<file path="src/hw/rtl/pfb_pkg.sv">
// ----------------------------------------------------------------------------
// Page frame blitter package
// Shared constants, operation codes and transfer structs of the page frame
// drawing engine.
// ----------------------------------------------------------------------------
`default_nettype none

package pfb_pkg;

  // Frame store geometry: pages of eight vertical pixels per byte.
  localparam int unsigned MAX_COLUMNS = 128;
  localparam int unsigned MAX_PAGES   = 8;
  localparam int unsigned PAGE_BITS   = 8;
  localparam int unsigned MAX_ROWS    = MAX_PAGES * PAGE_BITS;
  localparam int unsigned COL_W       = $clog2(MAX_COLUMNS);
  localparam int unsigned PAGE_W      = $clog2(MAX_PAGES);
  localparam int unsigned ADDR_W      = COL_W + PAGE_W;
  localparam int unsigned MEM_DEPTH   = MAX_COLUMNS * MAX_PAGES;

  // Field widths of the command and result transfers.
  localparam int unsigned FUNC_W  = 3;
  localparam int unsigned POSX_W  = 7;
  localparam int unsigned POSY_W  = 6;
  localparam int unsigned SIZEH_W = 7;
  localparam int unsigned SIZEW_W = 8;
  localparam int unsigned ICOL_W  = 7;
  localparam int unsigned IPAGE_W = 3;
  localparam int unsigned BYTE_W  = 8;

  // Configuration registers.
  localparam int unsigned COLS_W     = 8;
  localparam int unsigned ROWS_W     = 7;
  localparam int unsigned CFG_IDX_W  = 1;
  localparam int unsigned CFG_DATA_W = 8;
  localparam logic [COLS_W-1:0] COLS_RESET = 8'd128;
  localparam logic [ROWS_W-1:0] ROWS_RESET = 7'd64;

  typedef enum logic [CFG_IDX_W-1:0] {
    CFG_COLUMNS = 1'b0,
    CFG_ROWS    = 1'b1
  } pfb_cfg_e;

  typedef enum logic [FUNC_W-1:0] {
    FN_SET   = 3'd0,
    FN_FILL  = 3'd1,
    FN_BLIT  = 3'd2,
    FN_CLEAR = 3'd3,
    FN_READ  = 3'd4
  } pfb_func_e;

  // One command.
  typedef struct packed {
    logic [FUNC_W-1:0]  func;
    logic [POSX_W-1:0]  pos_x;
    logic [POSY_W-1:0]  pos_y;
    logic [SIZEH_W-1:0] size_h;
    logic [SIZEW_W-1:0] size_w;
    logic [ICOL_W-1:0]  image_col;
    logic [IPAGE_W-1:0] image_page;
    logic [BYTE_W-1:0]  image_byte;
    logic               invert;
    logic               keep_existing;
  } pfb_item_t;

  // One result.
  typedef struct packed {
    logic [BYTE_W-1:0] read_data;
    logic              out_of_frame;
  } pfb_result_t;

  // Access to the frame store: a read, or a masked write merged with the
  // byte read in the previous cycle.
  typedef struct packed {
    logic              re;
    logic              we;
    logic [ADDR_W-1:0] addr;
    logic [BYTE_W-1:0] en;
    logic [BYTE_W-1:0] val;
  } pfb_mem_req_t;

endpackage

`default_nettype wire

</file>
<file path="src/hw/rtl/pfb_seq.sv">
// ----------------------------------------------------------------------------
// Page frame sequencer
// Decodes a command into a clipped rectangle of store bytes and walks it with
// read-modify-write accesses; also runs the clearing sweep and frame reads.
// ----------------------------------------------------------------------------
`default_nettype none

module pfb_seq import pfb_pkg::*; (
  input  logic              clk_i,
  input  logic              rst_ni,
  input  logic              start_i,
  output logic              busy_o,
  input  pfb_item_t         item_i,
  input  logic [COLS_W-1:0] cols_i,
  input  logic [ROWS_W-1:0] rows_i,
  output pfb_mem_req_t      mem_req_o,
  input  logic [BYTE_W-1:0] mem_rdata_i,
  output logic              done_o,
  output pfb_result_t       result_o
);

  // Column sums need one bit more than the column count, row sums likewise.
  localparam int unsigned X_W     = COLS_W + 1;
  localparam int unsigned Y_W     = ROWS_W + 1;
  localparam int unsigned PPAGE_W = Y_W - 3;
  localparam int unsigned PAT_W   = 2 * BYTE_W;
  localparam int unsigned PIX_W   = PAGE_W + 3;

  typedef enum logic [2:0] {
    S_IDLE,
    S_CLR,
    S_RD,
    S_WR,
    S_FETCH,
    S_RESP
  } state_e;

  state_e            state_q;
  logic              done_q;
  logic              done_d;
  logic              rep_q;
  pfb_result_t       res_q;
  logic [PAGE_W-1:0] page_q;
  logic [COL_W-1:0]  col_q;

  // Walk parameters held for the duration of a drawing command.
  logic [COL_W-1:0]   col_lo_q;
  logic [COL_W-1:0]   col_last_q;
  logic [PAGE_W-1:0]  page_last_q;
  logic [PIX_W-1:0]   row_lo_q;
  logic [Y_W-1:0]     row_hi_q;
  logic [PAT_W-1:0]   pat_q;
  logic [PPAGE_W-1:0] pat_page_q;
  logic               use_pat_q;
  logic               keep_q;

  // Decode signals.
  logic [COLS_W-1:0] cols_use;
  logic [ROWS_W-1:0] rows_use;
  logic [X_W-1:0]    blit_x;
  logic [Y_W-1:0]    img_row0;
  logic [Y_W-1:0]    img_row_end;
  logic [Y_W-1:0]    img_rows_lim;
  logic              img_hit;
  logic [Y_W-1:0]    py;
  logic [X_W-1:0]    col_lo;
  logic [X_W-1:0]    col_end;
  logic [X_W-1:0]    col_hi;
  logic [Y_W-1:0]    row_lo;
  logic [Y_W-1:0]    row_end;
  logic [Y_W-1:0]    row_hi;
  logic [Y_W-1:0]    row_last;
  logic [X_W-1:0]    col_last;
  logic              use_pat;
  logic              area;
  logic              oof_draw;
  logic              walk_ok;
  logic [Y_W-1:0]    pages_use;
  logic              oof_read;
  logic [PAT_W-1:0]  pat;

  // Per-byte masks during the walk.
  logic [BYTE_W-1:0] row_mask;
  logic [BYTE_W-1:0] pat_byte;
  logic [BYTE_W-1:0] wr_en;
  logic [BYTE_W-1:0] wr_val;
  logic [PIX_W-1:0]  ypix;

  // Frame size in use, limited to the store.
  assign cols_use = (cols_i > COLS_W'(MAX_COLUMNS)) ? COLS_W'(MAX_COLUMNS) : cols_i;
  assign rows_use = (rows_i > ROWS_W'(MAX_ROWS)) ? ROWS_W'(MAX_ROWS) : rows_i;

  // Image byte position: its rows end at the image height.
  assign py           = Y_W'(item_i.pos_y);
  assign blit_x       = X_W'(item_i.pos_x) + X_W'(item_i.image_col);
  assign img_row0     = Y_W'({item_i.image_page, 3'b000});
  assign img_row_end  = img_row0 + Y_W'(PAGE_BITS);
  assign img_rows_lim = (img_row_end < Y_W'(item_i.size_h)) ? img_row_end
                                                            : Y_W'(item_i.size_h);
  assign img_hit      = img_row0 < Y_W'(item_i.size_h);

  // Addressed rectangle of the drawing commands, end bounds exclusive.
  always_comb begin
    col_lo  = X_W'(item_i.pos_x);
    col_end = X_W'(item_i.pos_x) + X_W'(1);
    row_lo  = py;
    row_end = py + Y_W'(1);
    use_pat = 1'b0;
    case (item_i.func)
      FN_FILL: begin
        col_end = X_W'(item_i.pos_x) + X_W'(item_i.size_w);
        row_end = py + Y_W'(item_i.size_h);
      end
      FN_BLIT: begin
        col_lo  = blit_x;
        col_end = blit_x + X_W'(1);
        row_lo  = py + img_row0;
        row_end = img_hit ? (py + img_rows_lim) : (py + img_row0);
        use_pat = 1'b1;
      end
      default: begin
      end
    endcase
  end

  // Clip to the frame and flag anything addressed beyond it.
  assign col_hi   = (col_end > X_W'(cols_use)) ? X_W'(cols_use) : col_end;
  assign row_hi   = (row_end > Y_W'(rows_use)) ? Y_W'(rows_use) : row_end;
  assign area     = (col_lo < col_end) && (row_lo < row_end);
  assign oof_draw = area && ((col_end > X_W'(cols_use)) || (row_end > Y_W'(rows_use)));
  assign walk_ok  = (col_lo < col_hi) && (row_lo < row_hi);
  assign col_last = col_hi - X_W'(1);
  assign row_last = row_hi - Y_W'(1);

  // Read bounds: whole pages in use.
  assign pages_use = (Y_W'(rows_use) + Y_W'(PAGE_BITS - 1)) >> 3;
  assign oof_read  = (X_W'(item_i.pos_x) >= X_W'(cols_use)) ||
                     (Y_W'(item_i.pos_y[POSY_W-1:3]) >= pages_use);

  // Drawn image pixels, shifted to the pixel offset within the first page.
  assign pat = PAT_W'(item_i.image_byte ^ {BYTE_W{item_i.invert}}) << row_lo[2:0];

  // Row window of the current page.
  always_comb begin
    ypix = '0;
    for (int j = 0; j < PAGE_BITS; j++) begin
      ypix        = {page_q, 3'(j)};
      row_mask[j] = (ypix >= row_lo_q) && (Y_W'(ypix) < row_hi_q);
    end
  end

  assign pat_byte = (PPAGE_W'(page_q) == pat_page_q) ? pat_q[BYTE_W-1:0]
                                                    : pat_q[PAT_W-1:BYTE_W];
  assign wr_en    = use_pat_q ? (row_mask & (keep_q ? pat_byte : {BYTE_W{1'b1}}))
                              : row_mask;
  assign wr_val   = use_pat_q ? pat_byte : {BYTE_W{1'b1}};

  // Store access for the current state.
  always_comb begin
    mem_req_o      = '0;
    mem_req_o.addr = {page_q, col_q};
    unique case (state_q)
      S_CLR: begin
        mem_req_o.we  = 1'b1;
        mem_req_o.en  = {BYTE_W{1'b1}};
        mem_req_o.val = '0;
      end
      S_RD, S_FETCH: begin
        mem_req_o.re = 1'b1;
      end
      S_WR: begin
        mem_req_o.we  = 1'b1;
        mem_req_o.en  = wr_en;
        mem_req_o.val = wr_val;
      end
      default: begin
      end
    endcase
  end

  // Result strobe for the cycle that follows the coming edge.
  always_comb begin
    done_d = 1'b0;
    unique case (state_q)
      S_IDLE: begin
        if (start_i) begin
          case (item_i.func)
            FN_SET, FN_FILL, FN_BLIT: done_d = !walk_ok;
            FN_CLEAR:                 done_d = 1'b0;
            FN_READ:                  done_d = oof_read;
            default:                  done_d = 1'b1;
          endcase
        end
      end
      S_CLR:   done_d = rep_q && (&{page_q, col_q});
      S_WR:    done_d = (col_q == col_last_q) && (page_q == page_last_q);
      S_RESP:  done_d = 1'b1;
      default: done_d = 1'b0;
    endcase
  end

  // Control state, walk position and registered result.
  always_ff @(posedge clk_i or negedge rst_ni) begin
    if (!rst_ni) begin
      state_q <= S_CLR;
      done_q  <= 1'b0;
      rep_q   <= 1'b0;
      res_q   <= '0;
      page_q  <= '0;
      col_q   <= '0;
    end else begin
      done_q <= done_d;
      unique case (state_q)
        S_IDLE: begin
          if (start_i) begin
            case (item_i.func)
              FN_SET, FN_FILL, FN_BLIT: begin
                res_q  <= '{read_data: '0, out_of_frame: oof_draw};
                col_q  <= col_lo[COL_W-1:0];
                page_q <= row_lo[PIX_W-1:3];
                if (walk_ok) begin
                  state_q <= S_RD;
                end
              end
              FN_CLEAR: begin
                res_q   <= '0;
                col_q   <= '0;
                page_q  <= '0;
                rep_q   <= 1'b1;
                state_q <= S_CLR;
              end
              FN_READ: begin
                res_q  <= '{read_data: '0, out_of_frame: oof_read};
                col_q  <= item_i.pos_x[COL_W-1:0];
                page_q <= item_i.pos_y[POSY_W-1:3];
                if (!oof_read) begin
                  state_q <= S_FETCH;
                end
              end
              default: begin
                res_q <= '0;
              end
            endcase
          end
        end
        S_CLR: begin
          {page_q, col_q} <= {page_q, col_q} + ADDR_W'(1);
          if (&{page_q, col_q}) begin
            state_q <= S_IDLE;
            rep_q   <= 1'b0;
          end
        end
        S_RD: begin
          state_q <= S_WR;
        end
        S_WR: begin
          if (col_q == col_last_q) begin
            col_q <= col_lo_q;
            if (page_q == page_last_q) begin
              state_q <= S_IDLE;
            end else begin
              page_q  <= page_q + PAGE_W'(1);
              state_q <= S_RD;
            end
          end else begin
            col_q   <= col_q + COL_W'(1);
            state_q <= S_RD;
          end
        end
        S_FETCH: begin
          state_q <= S_RESP;
        end
        S_RESP: begin
          res_q.read_data <= mem_rdata_i;
          state_q         <= S_IDLE;
        end
        default: begin
          state_q <= S_IDLE;
        end
      endcase
    end
  end

  // Walk parameters, captured when a command is taken.
  always_ff @(posedge clk_i) begin
    if (start_i && (state_q == S_IDLE)) begin
      col_lo_q    <= col_lo[COL_W-1:0];
      col_last_q  <= col_last[COL_W-1:0];
      page_last_q <= row_last[PIX_W-1:3];
      row_lo_q    <= row_lo[PIX_W-1:0];
      row_hi_q    <= row_hi;
      pat_q       <= pat;
      pat_page_q  <= row_lo[Y_W-1:3];
      use_pat_q   <= use_pat;
      keep_q      <= item_i.keep_existing;
    end
  end

  assign busy_o   = (state_q != S_IDLE);
  assign done_o   = done_q;
  assign result_o = res_q;

endmodule

`default_nettype wire

</file>
<file path="config.mk">
export PLATFORM = sky130hd
export DESIGN_NAME = pfb_seq
export DESIGN_NICKNAME = d
export VERILOG_FILES = /design/src/hw/rtl/pfb_pkg.sv /design/src/hw/rtl/pfb_seq.sv
export SDC_FILE = /design/constraint.sdc
export NUM_CORES = 1
export LEC_CHECK = 0
export ABC_AREA = 1
export BUFFER_PORTS_ARGS = -buffer_cell sky130_fd_sc_hd__buf_4
export CAP_MARGIN = 20
export CORE_MARGIN = 4
export CORE_UTILIZATION = 45
export CTS_BUF_LIST = sky130_fd_sc_hd__clkbuf_8
export DETAILED_ROUTE_END_ITERATION = 10
export HOLD_SLACK_MARGIN = 0.08
export PLACE_DENSITY = 0.72
export SLEW_MARGIN = 40
export SYNTH_ARGS = -nofsm -noshare
export SYNTH_HDL_FRONTEND = slang
export SYNTH_SLANG_ARGS = --single-unit
</file>
<file path="constraint.sdc">
create_clock -name clk_i -period 4.15 [get_ports clk_i]
set_input_delay 1.0375 -clock clk_i [delete_from_list [all_inputs] [get_ports clk_i]]
set_output_delay 1.0375 -clock clk_i [all_outputs]
set_load 0.01 [all_outputs]
</file>
* Word level (Yosys, flattened, before mapping)
Index checks and enable logic that the tools add are counted.
** Storage, ports and cells
- Logic and storage cells :: 160
- Output and inout port bits :: 39
- Bits of input ports :: 77
- Bits in registers :: 78
** Cells by class
- Shifts and indexed selects :: 1
- Reductions and logical operators :: 33
- Equal/unequal tests :: 20
- Bitwise operators :: 2
- $lt $le $gt $ge :: 28
- $add $sub $neg :: 15
- Multiplexer cells :: 45
** Operators with widths (number)
- 6-bit by 8-bit < comparator with 1-bit output :: 8
- 8-bit two-way mux :: 8
- 6-bit greater-or-equal comparator :: 8
- 7-bit one-hot mux with 3 select lines :: 2
- 7-bit two-way mux :: 5
- 16-bit one-hot mux with 2 select lines :: 1
- 8-bit one-hot mux with 2 select lines :: 2
- 3-bit one-hot mux with 3 select lines :: 3
- 3-bit two-way mux :: 8
- 9-bit two-way mux :: 2
- 9-bit one-hot mux with 2 select lines :: 1
- 6-bit by 7-bit adder with 8-bit output :: 2
- 8-bit by 3-bit << shifter with 16-bit output :: 1
- 3-bit one-hot mux with 5 select lines :: 1
- 1-bit logical AND :: 14
- 3-bit by 2-bit == test with 1-bit output (second input constant) :: 4
- 10-bit by 1-bit adder with 10-bit output (second input constant) :: 1
- 10-bit AND reduction :: 1
- 5-bit AND reduction :: 2
- 7-bit by 8-bit adder with 9-bit output :: 1
- 8-bit by 1-bit adder with 9-bit output (second input constant) :: 1
- 3-bit == test (second input constant) :: 3
- 9-bit by 8-bit greater-than comparator with 1-bit output :: 1
- 8-bit by 9-bit < comparator with 1-bit output :: 1
- other kinds (45) :: 63

* Logic depth before layout (Yosys ltp)
Gate-level depths: netlist (run 1).
- Word-level depth :: 14
- Mapped depth :: 43
- Mapped depth without buffers :: 43

* Worst setup path before layout (run 1)
No wires, ideal clock.
- Kind :: input to register
- Start point :: in item_i[10] (netlist name)
- End point :: reg done_q, in the netlist done_o
- Buffers on the path :: 1
- Slack :: -1.597 ns
- Data arrival time :: 5.623 ns
- Stages on the path :: 40
- Setup time :: 0.124 ns
- Data required time :: 4.026 ns
- Path through :: ha_1 > xor2_1 > ha_1 > nand2_1 > a21oi_1 > nor2_1 > nand2_1 > inv_1 > nor2_1 > ha_1 > fa_1 > nand2_1 > nand2_1 > a21o_1 > a21oi_1 > nor2_1 > nor2_1 > o21ai_0 > [4 not listed] > ha_1 > nand3_1 > nor2_1 > nand4_1 > nand2_2 > buf_6 > nor2_1 > a21oi_1 > inv_1 > ha_1 > nand3_1 > nand3_1 > a21oi_2 > nand2_2 > nand2_1 > nand3_1 > nand2_1 > nand2_1
** On the way
- Cells in the longest elaborated chain, start to end :: 14
- Elaborated cells between the ends (all ways) :: 17
- Classes of those cells :: add/sub (3); order compare (4); mux (8); reduce/logical (2)
** Ends and longest elaborated chain
- from (decl) :: RTL line pfb_seq.sv:13 : input pfb_item_t item_i,
- 6-bit by 4-bit adder with 7-bit output :: RTL line pfb_seq.sv:97 : assign img_row_end = img_row0 + Y_W'(PAGE_BITS);
- 7-bit < comparator :: RTL line pfb_seq.sv:98 : assign img_rows_lim = (img_row_end < Y_W'(item_i.size_h)) ? img_row_end
- 7-bit two-way mux :: RTL line pfb_seq.sv:98
- 6-bit by 7-bit adder with 8-bit output :: RTL line pfb_seq.sv:118 : row_end = img_hit ? (py + img_rows_lim) : (py + img_row0);
- 8-bit two-way mux * :: RTL line pfb_seq.sv:118
- 8-bit one-hot mux with 2 select lines * :: RTL line pfb_seq.sv:109 : case (item_i.func)
- 8-bit by 7-bit greater-than comparator with 1-bit output :: RTL line pfb_seq.sv:128 : assign row_hi = (row_end > Y_W'(rows_use)) ? Y_W'(rows_use) : row_end;
- 8-bit two-way mux * :: RTL line pfb_seq.sv:128
- named net row_hi[6] :: RTL line pfb_seq.sv:71 : logic [Y_W-1:0] row_hi;
- 7-bit by 8-bit < comparator with 1-bit output * :: RTL line pfb_seq.sv:131 : assign walk_ok = (col_lo < col_hi) && (row_lo < row_hi);
- 1-bit logical AND * :: RTL line pfb_seq.sv:131
- 1-bit zero test * :: RTL line pfb_seq.sv:188 : FN_SET, FN_FILL, FN_BLIT: done_d = !walk_ok;
- 1-bit one-hot mux with 3 select lines * :: RTL line pfb_seq.sv:187 : case (item_i.func)
- 1-bit two-way mux * :: RTL line pfb_seq.sv:186 : if (start_i) begin
- 1-bit one-hot mux with 4 select lines * :: RTL line pfb_seq.sv:184 : unique case (state_q)
- named net done_d :: RTL line pfb_seq.sv:40 : logic done_d;
- to (signal assigned) :: RTL line pfb_seq.sv:212 : done_q <= done_d;
- to (decl) :: RTL line pfb_seq.sv:39 : logic done_q;
The timed path passes the listed nets; every way through them passes the cells marked *.
A chain may end at the register's enable or synchronous reset.

* Worst setup path after layout (run 1)
- Start point :: in item_i[10] (netlist name)
- End point :: reg state_q[1]
** On the way
- Cells in the longest elaborated chain, start to end :: 12
- Elaborated cells between the ends (all ways) :: 15
- Classes of those cells :: add/sub (3); order compare (4); eq/ne (1); mux (5); reduce/logical (2)
** Ends and longest elaborated chain
- 6-bit by 4-bit adder with 7-bit output :: RTL line pfb_seq.sv:97
- 7-bit < comparator :: RTL line pfb_seq.sv:98
- 7-bit two-way mux :: RTL line pfb_seq.sv:98
- 6-bit by 7-bit adder with 8-bit output :: RTL line pfb_seq.sv:118
- 8-bit two-way mux * :: RTL line pfb_seq.sv:118
- 8-bit one-hot mux with 2 select lines * :: RTL line pfb_seq.sv:109
- 8-bit by 7-bit greater-than comparator with 1-bit output :: RTL line pfb_seq.sv:128
- 8-bit two-way mux * :: RTL line pfb_seq.sv:128
- named net row_hi[6] :: RTL line pfb_seq.sv:71
- 7-bit by 8-bit < comparator with 1-bit output * :: RTL line pfb_seq.sv:131
- 1-bit logical AND * :: RTL line pfb_seq.sv:131
- 3-bit inequality test (no source line) *
- 5-bit AND reduction (no source line) *
- to (signal assigned) :: RTL line pfb_seq.sv:205 : state_q <= S_CLR;
- to (signal assigned) :: RTL line pfb_seq.sv:222 : state_q <= S_RD;
- to (signal assigned) :: RTL line pfb_seq.sv:230 : state_q <= S_CLR;
- to (decl) :: RTL line pfb_seq.sv:38 : state_e state_q;
Marks and branches as above.

==> flow_summary.ini, run 1 <==
[outcome]
outcome = finished with violations
failed_checks = setup timing

[global_routing]
grt_pass1_wl_um = 40700
antenna_found_initial = 0
gr-total-overflow = 0
grt_pass1_vias = 8921
grtUsageTotal = 0.244
grt_max_degree = 52

[worst_setup_path]
worstSetupPathType = in -> reg
slowest_delay_ns = 0.41
crit_top_cell = nand2_2
cp.required_ns = 4.37
startpoint_type = primary input
critPathArrivalTime_ns = 5.95
worst_path_max_delay_cell = fa_2
setup.worst_path.end_class = flop
path_max_fanout = 5

[synth]
synthCells = 1148
yosys_most_used_dff = edfxtp_1
yosysTopAreaCell = edfxtp_1
yosysSeqAreaShare = 0.258
synth_area_per_cell_sq_um = 7.01
syn_nets = 1330
yosys_warnings = 0
netlist_area_sq_um = 8050
synth.top_cells.by_count = nand2_1 (254), inv_1 (180), nor2_1 (105)
synth_seq_cells = 73
synth_cell_types = 65
synth_edf_count = 49
synth_top_area_frac = 0.183
synthTopCellsByArea = edfxtp_1 (18%), ha_1 (16%), nand2_1 (12%)
yosysMostFrequentCell = nand2_1
async_reset_ff_frac = 0.329

[place]
dp_hpwl_um = 19300
port-buffer-count = 115
gp_congestion = 0.889
placed_cell_area_sq_um = 10600

[sta]
finClkSkew_ns = 0.0157
max_freq_ghz = 0.174
setup_ws_ns = -1.59
drv_slew = 0
min_period_over_period = 1.38
finalSetupViolCount = 22
hold_viol_final = 0
period_needed_ns = 5.74
worst_pin_slew_ns = 0.785
slew_headroom = 0.471
rsz0062_at_grt = true
tns_ns = -20.19

[route]
dr.pass1.iters = 5
via_per_inst = 5.28
postRouteAntennaNets = 0
vias = 9097
drc = 0
dr.first_iter.drc_count = 603
wirelength_um = 25400
wl_per_cell_um = 14.7

[cts]
htreeDepth = 3
path_clk_slew_ns = 0.08
cts_buffers = 9
clock-root-buffer = clkbuf_8
clock_latency_ns = 0.35
cts_tree = done
clockBufferDepth = 2
cts_sinks = 73

[power]
leakage_nw = 6.01
cellPowerDensity_nw_per_um2 = 372
power_w = 0.00440
vdd_ir_drop_max_v = 0.000268

[floorplan]
io_pins = 116
die_y_um = 142
dieArea_sq_um = 20100
start_util = 0.462
core.rowCount = 48
coreArea_sq_um = 17400
die_w_um = 142

[final_layout]
final_nets = 1675
drive_above_1_share = 0.341
design_area_sq_um = 11800
n_antenna_cell = 0
area_growth_pct = 47.1

[min_path]
min_path_type = reg -> reg

[run]
drv_cap = 0
-- cell type report --
class | instances | area, sq um
fillers | 1386 | 5580
repair buffers | 349 | 2740
clock buffers | 9 | 124
well taps | 225 | 282
multi-input cells | 866 | 5820
inverters | 194 | 743
clock inverters | 7 | 48.8
flip-flops and latches | 73 | 2070
-- final timing paths --
check	depth (start not counted)	to	slack, ns	start
hold / removal	2	result_o[6]$_DFFE_PN0P_	0.52	result_o[6]$_DFFE_PN0P_
max in group asynchronous	1	state_q[0]$_DFFE_PN1P_	3.27	rst_ni
min in group asynchronous	1	col_q[0]$_DFFE_PN0P_	0.57	rst_ni
setup reg to reg	9	page_q[0]$_DFFE_PN0P_	1.65	state_q[0]$_DFFE_PN1P_
setup / recovery	39	state_q[1]$_DFFE_PN0P_	-1.59	item_i[10]
hold reg to reg	2	result_o[6]$_DFFE_PN0P_	0.52	result_o[6]$_DFFE_PN0P_
-- power by group --
| part | switching, W | total (W) | leakage [nW] | internal (W) |
|---|---|---|---|---|
| logic | 0.00150 | 0.00271 | 5.16 | 0.00121 |
| clock network | 0.000264 | 0.000480 | 0.0826 | 0.000215 |
| registers | 0.000169 | 0.00121 | 0.771 | 0.00104 |
-- registers in the layout, indices dropped and copies added, names as in the netlist, 3 cells and up --
signal       flops
pat_q           15
result_o         9
row_hi_q         8
col_last_q       7
col_lo_q         7
col_q            7
row_lo_q         5
page_last_q      3
page_q           3
state_q          3
-- logic make-up (layout without fill, tap and decap cells) --
kind of cell / count (synthesis) / in the layout / synth area share
multiplexers: 5 / 5 / 0.00622
XOR/XNOR: 35 / 35 / 0.0381
AO/OA/AOI/OAI: 227 / 227 / 0.163
adder cells (fa/ha/maj): 105 / 105 / 0.168
AND/OR/NAND/NOR: 492 / 493 / 0.267
flip-flops: 73 / 73 / 0.258
buffers and inverters: 210 / 559 / 0.100
other: 1 / 1 / 0.000466
-- per-stage QoR --
| step | instances | hold slack (ns) | setup slack [ns] | utilization |
|---|---|---|---|---|
| 2_1_floorplan | 1148 | 0.453 | -1.39 | - |
| 3_3_place_gp | 1656 | 0.478 | -1.60 | 0.610 |
| 3_5_place_dp | 1656 | 0.512 | -1.80 | 0.610 |
| 4_1_cts | 1716 | 0.532 | -1.25 | 0.661 |
| 5_1_grt | 1723 | 0.573 | -1.84 | 0.680 |
| 6_report | 1723 | 0.521 | -1.59 | 0.680 |
-- worst max-delay path, delay by kind of cell --
family          cells  cell delay, ns
xor+xnor            1            0.14
fa+ha+maj           6            1.58
simple gates       21            2.08
buf+inv             5            0.45
compound gates      6            0.64
-- cell usage in the layout, fill, tap and decap left out, types with 6 or more instances in the layout --
master    Yosys  layout
nor2_2        1       8
ha_1        100      84
inv_2         6      11
nand2_1     254     232
buf_6         1      20
xnor2_1      11      11
ha_4          0      13
nor3_1       19      18
a21oi_2       2      12
nand3_4       2       7
clkinv_1      6       6
clkbuf_8      0       9
a31oi_1       9       6
nand3_2       6      13
o21ai_2       3      10
o21ai_1       6       6
nand2_4       0       8
nand4_1      12      12
nand2_2       5      19
nor2_1      105      94
nand3_1      65      54
buf_4         0     325
a21oi_1      69      58
inv_1       180     173
edfxtp_1     49      49
dfrtp_1      23      23
o21ai_0      94      85
xor2_1       24      20
-- per-layer routing --
layer	track usage	routed length (um)
met2	0.437	12600
met1	0.306	10600
met3	0.0209	1360
met4	0.0848	800
met5	0	0
-- what timing repair did --
action	CTS	global route
pin swaps	53	46
setup endpoints to repair	22	22
hold buffers	0	0
resized for setup	83	61
cloned	2	0
buffers inserted	44	13
Power figures use the tool's default switching activity.
==> run 2, diff against run 1 <==
--- a/config.mk
+++ b/config.mk
@@ -6,14 +6,14 @@
 export NUM_CORES = 1
 export LEC_CHECK = 0
 export ABC_AREA = 1
-export BUFFER_PORTS_ARGS = -buffer_cell sky130_fd_sc_hd__buf_4
-export CAP_MARGIN = 20
+export CAP_MARGIN = 10
 export CORE_MARGIN = 4
 export CORE_UTILIZATION = 45
 export CTS_BUF_LIST = sky130_fd_sc_hd__clkbuf_8
 export DETAILED_ROUTE_END_ITERATION = 10
+export DONT_BUFFER_PORTS = 1
 export HOLD_SLACK_MARGIN = 0.08
-export PLACE_DENSITY = 0.72
+export PLACE_DENSITY = 0.66
 export SLEW_MARGIN = 40
 export SYNTH_ARGS = -nofsm -noshare
 export SYNTH_HDL_FRONTEND = slang
==> run 2 against run 1 <==
The flow still finishes with violations (setup timing). Highest routed layer unchanged. Final cell count shrank 8.8%. Combinational power shrank 13%. Register-to-register slack lost 0.44 ns. Clock skew grew 0.0018 ns. Critical path type unchanged. Global-route usage shrank 1.3 points. Hold slack lost 0.15 ns. Clock-buffer cell count is the same. Critical endpoint is now done_o$_DFF_PN0_.
==> flow_summary.ini, run 2 (synthesized netlist as in run 1, its figures left out) <==
[floorplan]
core.rowCount = 48
die_w_um = 142
dieArea_sq_um = 20100
start_util = 0.462
coreArea_sq_um = 17400
io_pins = 116
die_y_um = 142

[place]
port-buffer-count = 0
dp_hpwl_um = 18400
gp_congestion = 0.899
dp_worst_setup_slack_ns = -1.65
placed_cell_area_sq_um = 9530

[power]
p_sw_w = 0.00183
p_clk_frac = 0.135
cellPowerDensity_nw_per_um2 = 391
power_w = 0.00417
comb_power_share = 0.567
p_sw_frac = 0.439
p_int_w = 0.00234
seqPwrFrac = 0.298
vdd_ir_drop_max_v = 0.000259
leakage_nw = 5.27

[cts]
htreeDepth = 3
clock_latency_ns = 0.37
path_clk_slew_ns = 0.08
cts_tree = done
cts_buffers = 9
holdBufCountCts = 0
cts_sinks = 73
clock-root-buffer = clkbuf_8
clockBufferDepth = 2

[worst_setup_path]
startpoint_type = primary input
cpLargestDelayFamily = simple AND/OR/NAND/NOR gates
crit_top_cell = nand2_1
path_max_fanout = 7
slowest_delay_ns = 0.35
r2r_start = state_q[0]$_DFFE_PN1P_
worstSetupStartpoint = item_i[10]
path_buf_inv = 3
worstSetupPathType = in -> reg
critPathArrivalTime_ns = 5.66
cp.required_ns = 4.39
setup.worst_path.end_class = flop
worst_path_max_delay_cell = fa_2

[final_layout]
multi_input_area_sq_um = 5770
regMostFlops = pat_q
design_area_sq_um = 10700
area_growth_pct = 32.4
layout_common_cells = nand2_1 (233), buf_4 (172), inv_1 (171)
regArea_sq_um = 2070
n_antenna_cell = 0
final_nets = 1524
layout_commonest_cell = nand2_1
drive_above_1_share = 0.265
largest_register_ffs = 15
n_fill_cell = 1547

[sta]
min_period_over_period = 1.31
finalSetupViolCount = 22
rsz0062_at_grt = true
setup_ws_ns = -1.28
finClkSkew_ns = 0.0175
hold_viol_final = 0
period_needed_ns = 5.43
max_freq_ghz = 0.184
slew_headroom = 0.434
drv_slew = 0
worst_pin_slew_ns = 0.840

[route]
postRouteAntennaNets = 0
dr.pass1.iters = 5
dr.first_iter.drc_count = 419
wirelength_um = 24000
via_per_inst = 5.24
vias = 8244
drc = 0
wl_per_cell_um = 15.3

[global_routing]
grt_pass1_vias = 8073
gr-total-overflow = 0
grt_max_degree = 52
antenna_found_initial = 0
grt_pass1_wl_um = 38000
grtUsageTotal = 0.231

[min_path]
min_path_type = in -> async

[outcome]
outcome = finished with violations
failed_checks = setup timing

[run]
drv_cap = 0
## run 2: power groups by stage
stage	registers, W	clock network [W]	logic [W]
2_1_floorplan	0.00121	0	0.00139
3_3_place_gp	0.00125	0	0.00198
3_5_place_dp	0.00126	0	0.00203
4_1_cts	0.00124	0.000574	0.00222
5_1_grt	0.00127	0.000605	0.00265
6_report	0.00124	0.000563	0.00236
## run 2: worst register-to-register path, delay by kind of cell (launching register included)
| kind | cells | cell delay, ns |
|---|---|---|
| AO/OA/AOI/OAI | 3 | 0.53 |
| buffers and inverters | 1 | 0.36 |
| flip-flops | 1 | 0.55 |
| AND/OR/NAND/NOR | 4 | 1.40 |
## run 2: final timing paths
check | endpoint | slack (ns) | depth (start not counted)
setup / recovery | done_o$_DFF_PN0_ | -1.28 | 40
hold / removal | col_q[0]$_DFFE_PN0P_ | 0.37 | 0
setup reg to reg | page_q[0]$_DFFE_PN0P_ | 1.21 | 8
hold reg to reg | rep_q$_DFFE_PN0P_ | 0.51 | 2
max in group asynchronous | state_q[0]$_DFFE_PN1P_ | 3.60 | 0
min in group clk_i | rep_q$_DFFE_PN0P_ | 0.51 | 2
## run 2: final cells by class
type | instances | share of cell area
clock buffers | 9 | 0.0116
flip-flops and latches | 73 | 0.195
well taps | 225 | 0.0264
repair buffers | 199 | 0.150
clock inverters | 7 | 0.00716
inverters | 194 | 0.0693
multi-input cells | 865 | 0.541
## run 2: per-layer routing
| layer | vias up | routed length, um | track usage |
|---|---|---|---|
| met2 | 255 | 11600 | 0.394 |
| met1 | 3731 | 10300 | 0.296 |
| li1 | 4221 | - | - |
| met5 | - | 0 | 0 |
| met4 | 0 | 440 | 0.0773 |
| met3 | 37 | 1660 | 0.0421 |
## run 2: what timing repair did
| action | in CTS | in global routing |
|---|---|---|
| setup buffers | 40 | 19 |
| endpoints found under the setup margin | 22 | 22 |
| gates resized for setup | 65 | 70 |
| pin swaps | 39 | 49 |
## run 2: per-stage QoR
step / utilization / hold slack (ns) / setup TNS (ns) / instances
2_1_floorplan: - / 0.453 / -16.27 / 1148
3_3_place_gp: 0.547 / 0.475 / -21.63 / 1511
3_5_place_dp: 0.547 / 0.492 / -23.86 / 1511
4_1_cts: 0.592 / 0.356 / -12.56 / 1566
5_1_grt: 0.612 / 0.342 / -21.74 / 1572
6_report: 0.612 / 0.366 / -15.72 / 1572
